File: src/hw/rtl/tes_pkg.sv
package tes_pkg;

  localparam int unsigned IdW      = 16;
  localparam int unsigned TimeW    = 32;
  localparam int unsigned IvW      = 31;
  localparam int unsigned MaxFires = 16;
  localparam int unsigned FireCntW = $clog2(MaxFires);

  typedef enum logic [1:0] {
    CMD_ADD    = 2'd0,
    CMD_ADD_AT = 2'd1,
    CMD_DELETE = 2'd2,
    CMD_TICK   = 2'd3
  } cmd_e;

  typedef enum logic [2:0] {
    ST_ADDED      = 3'd0,
    ST_NOT_FUTURE = 3'd1,
    ST_FULL       = 3'd2,
    ST_DELETED    = 3'd3,
    ST_NOT_FOUND  = 3'd4,
    ST_FIRED      = 3'd5
  } status_e;

  typedef enum logic [3:0] {
    S_IDLE,
    S_ADD,
    S_DSCAN,
    S_DEMIT,
    S_TSCAN,
    S_TDEC,
    S_TEMIT_MORE,
    S_TUPD,
    S_TEMIT_LAST
  } ctrl_state_e;

  typedef struct packed {
    logic [IdW-1:0]   id;
    logic [TimeW-1:0] expire;
    logic [IvW-1:0]   period;
  } slot_t;

  typedef struct packed {
    logic in_ready;
    logic scan_clr;
    logic scan_run;
    logic time_inc;
    logic do_add;
    logic del_emit;
    logic fire_upd;
    logic fire_emit;
    logic fire_last;
  } ctl_cmd_t;

  typedef struct packed {
    logic in_valid;
    cmd_e in_cmd;
    logic out_free;
    logic scan_done;
    logic best_found;
    logic pend_valid;
    logic fire_full;
  } ctl_stat_t;

endpackage

File: src/hw/rtl/tes_in_if.sv
interface tes_in_if;
  import tes_pkg::*;

  logic             valid;
  logic             ready;
  cmd_e             command;
  logic [IvW-1:0]   delay_ms;
  logic [IvW-1:0]   period_ms;
  logic [TimeW-1:0] absolute_time;
  logic [IdW-1:0]   target_id;

  modport source (
    output valid, command, delay_ms, period_ms, absolute_time, target_id,
    input  ready
  );

  modport sink (
    input  valid, command, delay_ms, period_ms, absolute_time, target_id,
    output ready
  );
endinterface

File: src/hw/rtl/tes_out_if.sv
interface tes_out_if;
  import tes_pkg::*;

  logic           valid;
  logic           ready;
  logic [IdW-1:0] result_id;
  status_e        status;
  logic           last;

  modport source (
    output valid, result_id, status, last,
    input  ready
  );

  modport sink (
    input  valid, result_id, status, last,
    output ready
  );
endinterface

File: src/hw/rtl/timer_expiry_scheduler.sv
// add: the result word is registered in S_ADD once the output register is free
// delete: one pass over the slot store, then the result word
// tick: one pass over the slot store per fired timer, up to 16 fired per tick;
//   the slot store has a single read port
// one command at a time; the next is taken as soon as the last result is registered
// reset: all slots free, time zero, next id one; slot contents are not cleared
module timer_expiry_scheduler #(
  parameter int unsigned TIMER_SLOTS = 16
) (
  input  logic      clk_i,
  input  logic      rst_ni,
  tes_in_if.sink    in_i,
  tes_out_if.source out_o
);
  import tes_pkg::*;

  ctl_cmd_t  cmd;
  ctl_stat_t stat;

  tes_ctrl u_ctrl (
    .clk_i  (clk_i),
    .rst_ni (rst_ni),
    .stat_i (stat),
    .cmd_o  (cmd)
  );

  tes_datapath #(
    .TIMER_SLOTS (TIMER_SLOTS)
  ) u_datapath (
    .clk_i  (clk_i),
    .rst_ni (rst_ni),
    .cmd_i  (cmd),
    .stat_o (stat),
    .in_i   (in_i),
    .out_o  (out_o)
  );

endmodule

File: src/hw/rtl/tes_ctrl.sv
module tes_ctrl (
  input  logic               clk_i,
  input  logic               rst_ni,
  input  tes_pkg::ctl_stat_t stat_i,
  output tes_pkg::ctl_cmd_t  cmd_o
);
  import tes_pkg::*;

  ctrl_state_e state_q, state_d;

  always_ff @(posedge clk_i or negedge rst_ni) begin
    if (!rst_ni) begin
      state_q <= S_IDLE;
    end else begin
      state_q <= state_d;
    end
  end

  // next state
  always_comb begin
    state_d = state_q;
    unique case (state_q)
      S_IDLE: begin
        if (stat_i.in_valid) begin
          if (stat_i.in_cmd == CMD_DELETE) begin
            state_d = S_DSCAN;
          end else if (stat_i.in_cmd == CMD_TICK) begin
            state_d = S_TSCAN;
          end else begin
            state_d = S_ADD;
          end
        end
      end
      S_ADD: begin
        if (stat_i.out_free) state_d = S_IDLE;
      end
      S_DSCAN: begin
        if (stat_i.scan_done) state_d = S_DEMIT;
      end
      S_DEMIT: begin
        if (stat_i.out_free) state_d = S_IDLE;
      end
      S_TSCAN: begin
        if (stat_i.scan_done) state_d = S_TDEC;
      end
      S_TDEC: begin
        // a held word goes out only once we know whether another follows
        if (stat_i.best_found && stat_i.pend_valid) begin
          state_d = S_TEMIT_MORE;
        end else if (stat_i.best_found) begin
          state_d = S_TUPD;
        end else if (stat_i.pend_valid) begin
          state_d = S_TEMIT_LAST;
        end else begin
          state_d = S_IDLE;
        end
      end
      S_TEMIT_MORE: begin
        if (stat_i.out_free) state_d = S_TUPD;
      end
      S_TUPD: begin
        state_d = stat_i.fire_full ? S_TEMIT_LAST : S_TSCAN;
      end
      S_TEMIT_LAST: begin
        if (stat_i.out_free) state_d = S_IDLE;
      end
      default: state_d = S_IDLE;
    endcase
  end

  // outputs
  always_comb begin
    cmd_o = '0;
    unique case (state_q)
      S_IDLE: begin
        cmd_o.in_ready = 1'b1;
        if (stat_i.in_valid) begin
          cmd_o.scan_clr = (stat_i.in_cmd == CMD_DELETE) || (stat_i.in_cmd == CMD_TICK);
          cmd_o.time_inc = (stat_i.in_cmd == CMD_TICK);
        end
      end
      S_ADD:        cmd_o.do_add   = stat_i.out_free;
      S_DSCAN:      cmd_o.scan_run = 1'b1;
      S_DEMIT:      cmd_o.del_emit = stat_i.out_free;
      S_TSCAN:      cmd_o.scan_run = 1'b1;
      S_TDEC:       cmd_o = '0;
      S_TEMIT_MORE: cmd_o.fire_emit = stat_i.out_free;
      S_TUPD: begin
        cmd_o.fire_upd = 1'b1;
        cmd_o.scan_clr = 1'b1;
      end
      S_TEMIT_LAST: begin
        cmd_o.fire_emit = stat_i.out_free;
        cmd_o.fire_last = 1'b1;
      end
      default: cmd_o = '0;
    endcase
  end

endmodule

File: src/hw/rtl/tes_datapath.sv
module tes_datapath #(
  parameter int unsigned TIMER_SLOTS = 16
) (
  input  logic              clk_i,
  input  logic              rst_ni,
  input  tes_pkg::ctl_cmd_t cmd_i,
  output tes_pkg::ctl_stat_t stat_o,
  tes_in_if.sink            in_i,
  tes_out_if.source         out_o
);
  import tes_pkg::*;

  localparam int unsigned AW = (TIMER_SLOTS > 1) ? $clog2(TIMER_SLOTS) : 1;
  localparam int unsigned CW = $clog2(TIMER_SLOTS + 1);

  // latched command word
  cmd_e             cmd_q;
  logic [IvW-1:0]   delay_q;
  logic [IvW-1:0]   period_q;
  logic [TimeW-1:0] mark_q;
  logic [IdW-1:0]   target_q;

  logic [TIMER_SLOTS-1:0] valid_q, valid_d;
  logic [TimeW-1:0]       now_q;
  logic [IdW-1:0]         next_id_q, next_id_inc;

  slot_t          mem_q [TIMER_SLOTS];
  slot_t          rd_q;
  logic           mem_we;
  logic [AW-1:0]  mem_waddr;
  slot_t          mem_wdata;

  logic [CW-1:0]  scan_addr_q;
  logic           rd_vld_q;
  logic [AW-1:0]  rd_idx_q;
  logic           rd_issue;

  logic             best_found_q;
  logic [TimeW-1:0] best_age_q;
  logic [IdW-1:0]   best_id_q;
  logic [AW-1:0]    best_slot_q;
  logic [IvW-1:0]   best_period_q;
  logic             del_found_q;

  logic [FireCntW-1:0] fire_cnt_q;
  logic                pend_valid_q;
  logic [IdW-1:0]      pend_id_q;

  logic           out_valid_q;
  logic [IdW-1:0] out_id_q;
  status_e        out_status_q;
  logic           out_last_q;
  logic           out_free;
  logic           out_load;
  logic [IdW-1:0] load_id;
  status_e        load_status;
  logic           load_last;

  logic             accept;
  logic [AW-1:0]    free_idx;
  logic             free_hit;
  logic [TimeW-1:0] mark_diff;
  logic             reject_time;
  logic             add_arm;
  logic [TimeW-1:0] add_expire;
  logic [IvW-1:0]   add_period;
  logic             hit_valid;
  logic [TimeW-1:0] age;
  logic             better;
  logic             tick_take;
  logic             del_hit;

  assign accept     = in_i.valid && in_i.ready;
  assign in_i.ready = cmd_i.in_ready;

  always_ff @(posedge clk_i) begin
    if (accept) begin
      cmd_q    <= in_i.command;
      delay_q  <= in_i.delay_ms;
      period_q <= in_i.period_ms;
      mark_q   <= in_i.absolute_time;
      target_q <= in_i.target_id;
    end
  end

  // lowest free slot
  always_comb begin
    free_idx = '0;
    free_hit = 1'b0;
    for (int i = TIMER_SLOTS - 1; i >= 0; i--) begin
      if (!valid_q[i]) begin
        free_idx = AW'(i);
        free_hit = 1'b1;
      end
    end
  end

  // an absolute mark must lie strictly ahead, wrap-aware
  assign mark_diff   = mark_q - now_q;
  assign reject_time = (cmd_q == CMD_ADD_AT) && ((mark_diff == '0) || mark_diff[TimeW-1]);
  assign add_arm     = cmd_i.do_add && !reject_time && free_hit;
  assign add_expire  = (cmd_q == CMD_ADD_AT) ? mark_q : now_q + TimeW'(delay_q);
  assign add_period  = (cmd_q == CMD_ADD_AT) ? '0 : period_q;
  assign next_id_inc = next_id_q + IdW'(1);

  // scan compare on the registered read
  assign hit_valid = rd_vld_q && valid_q[rd_idx_q];
  assign age       = now_q - rd_q.expire;
  assign better    = !best_found_q || (age > best_age_q) ||
                     ((age == best_age_q) && (rd_q.id < best_id_q));
  assign tick_take = hit_valid && (cmd_q == CMD_TICK) && !age[TimeW-1] && better;
  assign del_hit   = hit_valid && (cmd_q == CMD_DELETE) && (rd_q.id == target_q);
  assign rd_issue  = cmd_i.scan_run && (scan_addr_q != CW'(TIMER_SLOTS));

  always_comb begin
    mem_we    = 1'b0;
    mem_waddr = free_idx;
    mem_wdata = '{id: next_id_q, expire: add_expire, period: add_period};
    if (add_arm) begin
      mem_we = 1'b1;
    end else if (cmd_i.fire_upd && (best_period_q != '0)) begin
      mem_we    = 1'b1;
      mem_waddr = best_slot_q;
      mem_wdata = '{id: best_id_q, expire: now_q + TimeW'(best_period_q),
                    period: best_period_q};
    end
  end

  always_ff @(posedge clk_i) begin
    if (mem_we) mem_q[mem_waddr] <= mem_wdata;
    if (rd_issue) rd_q <= mem_q[scan_addr_q[AW-1:0]];
  end

  always_comb begin
    valid_d = valid_q;
    if (add_arm) valid_d[free_idx] = 1'b1;
    if (del_hit) valid_d[rd_idx_q] = 1'b0;
    if (cmd_i.fire_upd && (best_period_q == '0)) valid_d[best_slot_q] = 1'b0;
  end

  always_ff @(posedge clk_i or negedge rst_ni) begin
    if (!rst_ni) begin
      valid_q      <= '0;
      now_q        <= '0;
      next_id_q    <= IdW'(1);
      scan_addr_q  <= '0;
      rd_vld_q     <= 1'b0;
      rd_idx_q     <= '0;
      best_found_q <= 1'b0;
      del_found_q  <= 1'b0;
      fire_cnt_q   <= '0;
      pend_valid_q <= 1'b0;
    end else begin
      valid_q <= valid_d;
      if (cmd_i.time_inc) now_q <= now_q + TimeW'(1);
      if (add_arm) next_id_q <= (next_id_inc == '0) ? IdW'(1) : next_id_inc;
      rd_vld_q <= rd_issue;
      if (rd_issue) begin
        rd_idx_q    <= scan_addr_q[AW-1:0];
        scan_addr_q <= scan_addr_q + CW'(1);
      end
      if (tick_take) best_found_q <= 1'b1;
      if (del_hit) del_found_q <= 1'b1;
      if (cmd_i.scan_clr) begin
        scan_addr_q  <= '0;
        best_found_q <= 1'b0;
        del_found_q  <= 1'b0;
      end
      if (cmd_i.time_inc) begin
        fire_cnt_q   <= '0;
        pend_valid_q <= 1'b0;
      end else if (cmd_i.fire_upd) begin
        fire_cnt_q   <= fire_cnt_q + FireCntW'(1);
        pend_valid_q <= 1'b1;
      end
    end
  end

  always_ff @(posedge clk_i) begin
    if (tick_take) begin
      best_age_q    <= age;
      best_id_q     <= rd_q.id;
      best_slot_q   <= rd_idx_q;
      best_period_q <= rd_q.period;
    end
    if (cmd_i.fire_upd) pend_id_q <= best_id_q;
  end

  // output word register
  assign out_free = !out_valid_q || out_o.ready;
  assign out_load = cmd_i.do_add || cmd_i.del_emit || cmd_i.fire_emit;

  always_comb begin
    load_id     = pend_id_q;
    load_status = ST_FIRED;
    load_last   = cmd_i.fire_last;
    if (cmd_i.do_add) begin
      load_last = 1'b1;
      if (reject_time) begin
        load_id     = '0;
        load_status = ST_NOT_FUTURE;
      end else if (!free_hit) begin
        load_id     = '0;
        load_status = ST_FULL;
      end else begin
        load_id     = next_id_q;
        load_status = ST_ADDED;
      end
    end else if (cmd_i.del_emit) begin
      load_last   = 1'b1;
      load_id     = del_found_q ? target_q : '0;
      load_status = del_found_q ? ST_DELETED : ST_NOT_FOUND;
    end
  end

  always_ff @(posedge clk_i or negedge rst_ni) begin
    if (!rst_ni) begin
      out_valid_q <= 1'b0;
    end else if (out_load) begin
      out_valid_q <= 1'b1;
    end else if (out_o.ready) begin
      out_valid_q <= 1'b0;
    end
  end

  always_ff @(posedge clk_i) begin
    if (out_load) begin
      out_id_q     <= load_id;
      out_status_q <= load_status;
      out_last_q   <= load_last;
    end
  end

  assign out_o.valid     = out_valid_q;
  assign out_o.result_id = out_id_q;
  assign out_o.status    = out_status_q;
  assign out_o.last      = out_last_q;

  assign stat_o.in_valid   = in_i.valid;
  assign stat_o.in_cmd     = in_i.command;
  assign stat_o.out_free   = out_free;
  assign stat_o.scan_done  = (scan_addr_q == CW'(TIMER_SLOTS)) && !rd_vld_q;
  assign stat_o.best_found = best_found_q;
  assign stat_o.pend_valid = pend_valid_q;
  assign stat_o.fire_full  = (fire_cnt_q == FireCntW'(MaxFires - 1));

`ifndef NO_ASSERTIONS
  a_load_free: assert property (@(posedge clk_i) disable iff (!rst_ni)
    out_load |-> out_free)
    else $error("result word loaded over an untaken one");

  a_one_load: assert property (@(posedge clk_i) disable iff (!rst_ni)
    $onehot0({cmd_i.do_add, cmd_i.del_emit, cmd_i.fire_emit}))
    else $error("more than one result source in a cycle");

  a_arm_valid: assert property (@(posedge clk_i) disable iff (!rst_ni)
    add_arm |=> valid_q[$past(free_idx)])
    else $error("armed slot not marked in use");

  a_upd_found: assert property (@(posedge clk_i) disable iff (!rst_ni)
    cmd_i.fire_upd |-> best_found_q)
    else $error("fire update without an expired timer");

  a_id_nonzero: assert property (@(posedge clk_i) disable iff (!rst_ni)
    next_id_q != '0)
    else $error("id counter reached zero");
`endif

endmodule

File: src/flat_wrapper.sv
// flat-port wrapper written by rule: the top's interface ports become plain ports
module timer_expiry_scheduler_flat import tes_pkg::*;
#(
  parameter int unsigned TIMER_SLOTS = 16
)
  (clk_i, rst_ni, in_i_valid, in_i_command, in_i_delay_ms, in_i_period_ms, in_i_absolute_time, in_i_target_id, in_i_ready, out_o_valid, out_o_result_id, out_o_status, out_o_last, out_o_ready);
  tes_in_if in_i_i ();
  tes_out_if out_o_i ();
  input  logic clk_i;
  input  logic rst_ni;
  input wire logic [$bits(in_i_i.valid)-1:0] in_i_valid;
  input wire logic [$bits(in_i_i.command)-1:0] in_i_command;
  input wire logic [$bits(in_i_i.delay_ms)-1:0] in_i_delay_ms;
  input wire logic [$bits(in_i_i.period_ms)-1:0] in_i_period_ms;
  input wire logic [$bits(in_i_i.absolute_time)-1:0] in_i_absolute_time;
  input wire logic [$bits(in_i_i.target_id)-1:0] in_i_target_id;
  output wire logic [$bits(in_i_i.ready)-1:0] in_i_ready;
  output wire logic [$bits(out_o_i.valid)-1:0] out_o_valid;
  output wire logic [$bits(out_o_i.result_id)-1:0] out_o_result_id;
  output wire logic [$bits(out_o_i.status)-1:0] out_o_status;
  output wire logic [$bits(out_o_i.last)-1:0] out_o_last;
  input wire logic [$bits(out_o_i.ready)-1:0] out_o_ready;
  assign in_i_i.valid = in_i_valid;
  assign in_i_i.command = in_i_command;
  assign in_i_i.delay_ms = in_i_delay_ms;
  assign in_i_i.period_ms = in_i_period_ms;
  assign in_i_i.absolute_time = in_i_absolute_time;
  assign in_i_i.target_id = in_i_target_id;
  assign in_i_ready = in_i_i.ready;
  assign out_o_valid = out_o_i.valid;
  assign out_o_result_id = out_o_i.result_id;
  assign out_o_status = out_o_i.status;
  assign out_o_last = out_o_i.last;
  assign out_o_i.ready = out_o_ready;
  timer_expiry_scheduler #(.TIMER_SLOTS(TIMER_SLOTS)) u_core (.clk_i(clk_i), .rst_ni(rst_ni), .in_i(in_i_i), .out_o(out_o_i));
endmodule
File: config.mk
export PLATFORM = sky130hd
export DESIGN_NAME = timer_expiry_scheduler_flat
export DESIGN_NICKNAME = d
export VERILOG_FILES = /design/src/hw/rtl/tes_pkg.sv /design/src/hw/rtl/tes_in_if.sv /design/src/hw/rtl/tes_out_if.sv /design/src/hw/rtl/timer_expiry_scheduler.sv /design/src/hw/rtl/tes_ctrl.sv /design/src/hw/rtl/tes_datapath.sv /design/src/flat_wrapper.sv
export SDC_FILE = /design/constraint.sdc
export NUM_CORES = 2
export LEC_CHECK = 0
export BUFFER_PORTS_ARGS = -buffer_cell sky130_fd_sc_hd__buf_2
export CORE_MARGIN = 3
export CORE_UTILIZATION = 35
export CTS_BUF_LIST = sky130_fd_sc_hd__clkbuf_4 sky130_fd_sc_hd__clkbuf_8 sky130_fd_sc_hd__clkbuf_16
export DETAILED_ROUTE_END_ITERATION = 6
export GPL_TIMING_DRIVEN = 0
export HOLD_SLACK_MARGIN = 0.02
export PLACE_DENSITY = 0.52
export SETUP_SLACK_MARGIN = 0.2
export SLEW_MARGIN = 20
export SYNTH_ARGS = -nofsm -noshare
export SYNTH_HDL_FRONTEND = slang
export SYNTH_HIERARCHICAL = 1
export SYNTH_SLANG_ARGS = --single-unit
File: constraint.sdc
create_clock -name clk_i -period 17.2 [get_ports clk_i]
set_input_delay 0.86 -clock clk_i [delete_from_list [all_inputs] [get_ports clk_i]]
set_output_delay 0.86 -clock clk_i [all_outputs]
set_load 0.03 [all_outputs]
Word level (Yosys, flattened, before mapping)
Memories as Yosys holds them, arrays and structs flattened. A register that Yosys moved wholly into a read port is not among the register bits.
Cells that the tools add are included.

word-level totals
  bits in registers = 317
  input port bits = 116
  memory bits (writable) = 1264
  memories = 1
  output and inout bits = 22
  logic and storage cells = 215

cells by class
  muxes and demuxes = 99
  bitwise gates (word level) = 5
  $lt $le $gt $ge = 8
  $add $sub $neg = 8
  equality and inequality tests = 23
  reductions and logical operators = 46

memories
  name                     words  bits a word  read ports  clocked after memory_dff  write ports  line                RTL
  u_core.u_datapath.mem_q  16     79           1           1                         1            tes_datapath.sv:27  slot_t mem_q [TIMER_SLOTS];

operator list
  cell                   number
  $mux 79                2
  $mux 16                9
  $mux 4                 29
  $add 32x31->32         2
  $sub 32x32->32         2
  $mux 1                 42
  $add 32x1->32 const B  1
  $and 16x16->16         2
  $eq 32x32->1           1
  $gt 32x32->1           1
  $logic_not 32->1       1
  $mux 32                1
  $not 16->16            2
  $logic_not 31->1       1
  $mux 31                1
  $reduce_bool 31->1     1
  $pmux 4 s7             1
  $logic_and 1x1->1      19
  $add 16x1->16 const B  1
  $eq 16x16->1           1
  $eq 4x3->1 const B     4
  $logic_not 16->1       1
  $lt 16x16->1           1
  $or 16x16->16          1
  other kinds (26)       62

Longest topological paths before layout
  depth after elaboration = 26
  depth in mapped cells = 25
  mapped depth without buffers = 25

By module
The synthesis kept the hierarchy.

by module, submodules not included
  module        times used  area each (um2)  seq. area each (um2)  cells an instance
  tes_datapath  1           71081.9          49318.6               4061
  tes_ctrl      1           450.4            100.1                 58

Worst setup path before layout
No wires, ideal clock.

  path type = flip-flop to flip-flop
  start = register u_core.u_datapath.now_q[0]
  end = register u_core.u_datapath.best_age_q[0] (enable)
  path buffers = 0
  cell stages (with the launch flop) = 24
  path slack = 4.625 ns
  period minus slack after synthesis = 12.575 ns
  library setup time = 0.728 ns
  data required time = 16.472 ns
  data arrival time = 11.846 ns
  cell sequence = dfrtp_1 > inv_1 > ha_1 > fa_1 > nor2b_1 > o21ai_0 > a31o_2 > o21ai_0 > o21a_1 > nor2_1 > o21bai_1 > a21oi_1 > o21ai_0 > xor2_1 > ha_1 > nand4_1 > nor4_1 > nand2_1 > nor3_1 > a211oi_1 > nand4_1 > o21ai_0 > a31o_2 > nor4_1

between the ends
  cells in the longest elaborated chain, start to end = 5
  elaborated cells between the ends (all ways) = 9
  those cells by class = 1 x add/sub; 1 x order compare; 1 x eq/ne; 6 x reduce/logical

ends and longest elaborated chain
  what                                                   line                                      RTL
  start, declared                                        tes_datapath.sv:24                        logic [TimeW-1:0] now_q;
  start signal, assigned                                 tes_datapath.sv:155                       if (cmd_i.time_inc) now_q <= now_q + TimeW'(1);
  $sub 32x32->32 *                                       tes_datapath.sv:108                       assign age = now_q - rd_q.expire;
  via u_core.u_datapath.age[16]                          tes_datapath.sv:68                        logic [TimeW-1:0] age;
  $gt 32x32->1 or $eq 32x32->1 (tied branches)           tes_datapath.sv:109, tes_datapath.sv:110
  $logic_or 1x1->1 or $logic_and 1x1->1 (tied branches)  tes_datapath.sv:109, tes_datapath.sv:110
  $logic_or 1x1->1 *                                     tes_datapath.sv:109                       assign better = !best_found_q || (age > best_age_q) ||
  $logic_and 1x1->1 *                                    tes_datapath.sv:111                       assign tick_take = hit_valid && (cmd_q == CMD_TICK) && !age[TimeW-1] && better;
  via u_core.u_datapath.tick_take                        tes_datapath.sv:70                        logic tick_take;
  end signal, assigned                                   tes_datapath.sv:181                       best_age_q <= age;
  end, declared                                          tes_datapath.sv:39                        logic [TimeW-1:0] best_age_q;

The timed path passes the listed nets; every way through them passes the cells marked *.
A chain may end at the register's enable or synchronous reset.

Final worst setup path
  start = register u_core.u_datapath.now_q[1]
  end = register u_core.u_datapath.best_id_q[2] (enable)

between the ends
  cells in the longest elaborated chain, start to end = 5
  elaborated cells between the ends (all ways) = 9
  those cells by class = 1 x add/sub; 1 x order compare; 1 x eq/ne; 6 x reduce/logical

ends and longest elaborated chain
  what                                                   line                                      RTL
  $sub 32x32->32 *                                       tes_datapath.sv:108
  via u_core.u_datapath.age[16]                          tes_datapath.sv:68
  $gt 32x32->1 or $eq 32x32->1 (tied branches)           tes_datapath.sv:109, tes_datapath.sv:110
  $logic_or 1x1->1 or $logic_and 1x1->1 (tied branches)  tes_datapath.sv:109, tes_datapath.sv:110
  $logic_or 1x1->1 *                                     tes_datapath.sv:109
  $logic_and 1x1->1 *                                    tes_datapath.sv:111
  via u_core.u_datapath.tick_take                        tes_datapath.sv:70
  end signal, assigned                                   tes_datapath.sv:182                       best_id_q <= rd_q.id;
  end, declared                                          tes_datapath.sv:40                        logic [IdW-1:0] best_id_q;

Marked as above.

==> summary.md <==
| Metric | Value |
|---|---|
| Result of the run | `completed` |
| Number of distinct library cells after synthesis | `79` |
| Area fraction in compound gates after synthesis | `0.0592` |
| Clock tree from TritonCTS | `yes` |
| Maximum vdd drop | `0.000115 V` |
| PnR worst setup slack | `9.18 ns` |
| Startpoint type of the worst setup path | `register` |
| Clock Path Buffers | `3` |
| Count of final max-slew check failures | `0` |
| Largest family of logic cells by synthesized area | `multiplexers` |
| Setup repair after global routing missed its margin | `false` |
| Area growth from synthesis to layout | `17.4%` |
| Clk pin slew, worst setup/hold paths | `0.07 ns` |
| Cell area after synthesis | `71500 um^2` |
| Insertion delay to the later sink of the worst-skew pair | `0.82 ns` |
| DIE WIDTH | `458 um` |
| FILL cells | `18198` |
| Top Ports | `138` |
| YS warnings | `6` |
| Number of buffers added by the clock tree synthesis step | `172` |
| Share of synthesized area spent on multiplexers | `0.132` |
| Sequential share of the synthesized area | `0.691` |
| Post-place setup slack | `9.20 ns` |
| CTS H-Tree Depth | `4` |
| Leak pwr | `28.7 nW` |
| Switching share of power | `0.322` |
| Routed vias/inst | `5.55` |
| Internal power contribution | `0.00887 W` |
| Setup violators final | `0` |
| Clk network pwr share | `0.279` |
| Number of antenna violations at the first check in global routing | `9` |
| Number of standard cells after synthesis | `4119` |
| Worst Max-Slew Pin Slew | `1.18 ns` |
| Arrival @ worst endpoint | `8.54 ns` |
| Initial core utilization | `0.353` |
| Switch Pwr | `0.00421 W` |
| Via count of the first global-routing pass | `41149` |
| Worst Setup End Kind | `register` |
| Count of final hold-check violations | `0` |
| Global Route Usage Sum | `0.209` |
| Count of nets left with antenna violations after detail routing | `0` |
| Synth Area in Simple Gates | `0.0478` |
| Sequential share of power | `0.423` |
| Area of the core | `203000 um^2` |
| Clock root buffer master | `sky130_fd_sc_hd__clkbuf_16` |
| Final cycle utilization of the critical path | `0.466` |
| Port bufs | `137` |
| Number of clock sinks seen by CTS | `1660` |
| Net count after synthesis | `4415` |
| Synthesized flop and latch total | `1660` |
| Share of synthesized cell area in full adder, half adder and majority cells | `0.0319` |
| Area enclosed by the die boundary | `210000 um^2` |
| Total half-perimeter wirelength after legalization and detailed placement | `160 mm` |
| Ratio of cells with drive above 1 in the final layout | `0.249` |
| Path class of the lowest-slack min-delay path | `in -> reg` |
| Maximum fanout along the worst path | `7` |
| Timing-limited maximum frequency | `125 MHz` |
| Share of flip-flops with an asynchronous set or reset | `0.0518` |
| Global-route wire length before repair | `312 mm` |
| Power density over the cells | `156 nW/um^2` |
| Pin count of the biggest net entering global routing | `58` |
| Syn_area_per_cell | `17.4 um^2` |
| CP required | `17.71 ns` |
| Routed wire per std cell | `29.6 um` |
| Overflow after GRT | `0` |
| DRC Markers | `0` |
| Worst clock skew on the final layout | `0.0502 ns` |
| Total wire length | `221 mm` |
| Count of TritonRoute iterations in the first routing pass | `6` |
| Post-synthesis xor/xnor area fraction | `0.0184` |
| Total number of placement rows | `165` |
| Final RePlAce weighted congestion | `0.892` |
| Normalized max-slew margin | `0.213` |
| Post-synth top flop | `sky130_fd_sc_hd__edfxtp_1` |
| Count of buffers added by post-CTS timing repair for setup | `0` |
| Number of maximum-capacitance violations | `0` |
| Number of violations reported at the end of detailed-routing iteration 0 | `4607` |
| DR vias | `41388` |
| Fraction of power consumed by combinational cells | `0.297` |
| Die span in y | `458 um` |
| Final critical path time including I/O delays and setup | `8.02 ns` |
| Worst hold margin | `0.210 ns` |
| Category of the most critical setup path | `reg -> reg` |
| Number of flops mapped to enable cells by yosys | `1574` |
| Number of nets in the layout | `4948` |
==> kinds of logic after synthesis <==
| family | Yosys count |
|---|---|
| buffers and inverters | 349 |
| flip-flops | 1660 |
| AND/OR/NAND/NOR | 691 |
| multiplexers | 441 |
| XOR/XNOR | 150 |
| AO/OA/AOI/OAI | 648 |
| adder cells (fa/ha/maj) | 180 |
==> synth_stat cells (all sizes together), types with 7 or more instances <==
cell type,number,area (um^2)
a31o,9,78.8
and2,12,75.1
xor2,61,534
mux2,12,150
o21a,25,188
o21ai,164,825
edfxtp,1574,47300
a21o,71,533
nand2b,31,194
and3,21,131
nor2,140,526
a21boi,7,52.6
nor2b,27,169
mux4,400,9010
a41oi,9,78.8
buf,78,395
mux2i,29,290
nand4,51,319
a2111oi,10,87.6
a221oi,21,190
nand3,99,495
a21oi,138,691
nor3b,9,72.6
dfrtp,85,2130
clkbuf,107,405
a22oi,30,225
o21bai,16,120
a211oi,22,165
nor4,25,169
a211o,11,96.3
ha,176,2200
or3,17,106
nand2,181,679
inv,164,616
xnor2,89,780
nor3,45,225
or2,9,56.3
o211ai,45,338
a31oi,26,163
==> what timing repair did <==
item / in CTS / in global routing
hold buffers: 1 / 0
resized for setup: 0 / 0
hold endpoints to repair: 29 / 0
==> sequential cells by signal (all words and copies together) (netlist names), 5 cells and up <==
signal / flops
u_core/u_datapath/best_age_q: 32
u_core/u_datapath/best_id_q: 16
u_core/u_datapath/best_period_q: 31
u_core/u_datapath/delay_q: 31
u_core/u_datapath/mark_q: 32
u_core/u_datapath/mem_q: 1264
u_core/u_datapath/next_id_q: 16
u_core/u_datapath/now_q: 32
u_core/u_datapath/out_o.result_id: 16
u_core/u_datapath/pend_id_q: 16
u_core/u_datapath/period_q: 31
u_core/u_datapath/rd_q: 79
u_core/u_datapath/scan_addr_q: 5
u_core/u_datapath/target_q: 16
u_core/u_datapath/valid_q: 16
==> final timing paths <==
| path | startpoint | endpoint | slack [ns] | cells past startpoint |
|---|---|---|---|---|
| worst min register to register | u_core/u_datapath/rd_q[19] | u_core/u_datapath/best_period_q[19] | 0.41 | 0 |
| max in group asynchronous | rst_ni | u_core/u_datapath/next_id_q[0] | 15.92 | 3 |
| min in group asynchronous | rst_ni | u_core/u_datapath/now_q[25] | 0.54 | 2 |
| worst min-delay path | in_i_target_id[13] | u_core/u_datapath/target_q[13] | 0.21 | 1 |
| worst max register to register | u_core/u_datapath/now_q[1] | u_core/u_datapath/best_id_q[2] | 9.18 | 26 |
| worst max-delay path | u_core/u_datapath/now_q[1] | u_core/u_datapath/best_id_q[2] | 9.18 | 26 |
==> power groups by stage <==
stage | Sequential (W) | Clock, W | Combinational [W]
2_1_floorplan | 0.00556 | 0 | 0.00240
6_report | 0.00554 | 0.00366 | 0.00389
4_1_cts | 0.00554 | 0.00374 | 0.00392
3_5_place_dp | 0.00562 | 0 | 0.00390
3_3_place_gp | 0.00576 | 0 | 0.00370
5_1_grt | 0.00556 | 0.00389 | 0.00418
==> cells in the final DEF, fill, tap and decap left out, drive strengths merged, types with 25 or more instances in the layout <==
master,n
mux2i,29
clkinv,73
ha,176
xor2,61
a31oi,26
a22oi,30
nand2,181
edfxtp,1574
nand4,51
nand2b,31
nor3,45
a21o,71
o211ai,45
nor2,140
o21ai,164
nor4,25
xnor2,89
mux4,400
nand3,99
o21a,25
clkbuf,326
buf,429
dfrtp,85
nor2b,27
a21oi,138
inv,169
==> critical path: stages (launching register included) <==
cell and delay, ns:
sky130_fd_sc_hd__dfrtp_1 0.77, sky130_fd_sc_hd__inv_1 0.52, sky130_fd_sc_hd__fa_1 0.59, sky130_fd_sc_hd__nor2b_1 0.12
sky130_fd_sc_hd__o21ai_0 0.15, sky130_fd_sc_hd__a31o_2 0.31, sky130_fd_sc_hd__o21ai_0 0.39, sky130_fd_sc_hd__o21a_1 0.16
sky130_fd_sc_hd__nor2_1 0.06, sky130_fd_sc_hd__o21bai_1 0.15, sky130_fd_sc_hd__a21oi_1 0.13, sky130_fd_sc_hd__o21ai_0 0.23
sky130_fd_sc_hd__xor2_1 0.29, sky130_fd_sc_hd__ha_1 0.17, sky130_fd_sc_hd__nand4_1 0.12, sky130_fd_sc_hd__nor4_1 0.49
sky130_fd_sc_hd__nand2_1 0.15, sky130_fd_sc_hd__nor3_1 0.61, sky130_fd_sc_hd__a211oi_1 0.10, sky130_fd_sc_hd__nand4_1 0.13
sky130_fd_sc_hd__o21ai_0 0.23, sky130_fd_sc_hd__a31o_2 0.33, sky130_fd_sc_hd__nor4_2 0.52, sky130_fd_sc_hd__buf_4 0.30
sky130_fd_sc_hd__buf_2 0.22, sky130_fd_sc_hd__buf_2 0.24, sky130_fd_sc_hd__buf_2 0.22
==> metrics by stage <==
stage                TNS, ns   util  instance area [um^2]  power [W]  std cells
CTS                        0  0.414                 83900     0.0132       7453
floorplan                  0      -                 71500    0.00797       4119
finish                     0  0.414                 84000     0.0131       7457
global route               0  0.414                 84000     0.0136       7455
global placement    -2015.81  0.373                 75600    0.00946       6928
detailed placement         0  0.387                 78400    0.00952       7148
==> routing by layer <==
layer  vias to the layer above  global-route usage  part of all wire
met5                         -                   0           0.00025
met4                         8              0.0702             0.036
met3                       364              0.0320             0.058
met2                      1385               0.349              0.49
met1                     21909               0.280              0.41
li1                      17722                   -                 -
==> final cells by class <==
class                   instances  area, um^2  area share
diodes                          3        7.51   0.0000894
plain buffers                 185         857      0.0102
clock buffers                 212        4730      0.0563
clock inverters                92         796     0.00947
inverters                     164         623     0.00742
multi-input cells            2110       21000       0.250
flip-flops and latches       1660       49400       0.588
well taps                    2672        3340      0.0398
repair buffers                359        3240      0.0386
(Power assumes the default switching activity.)
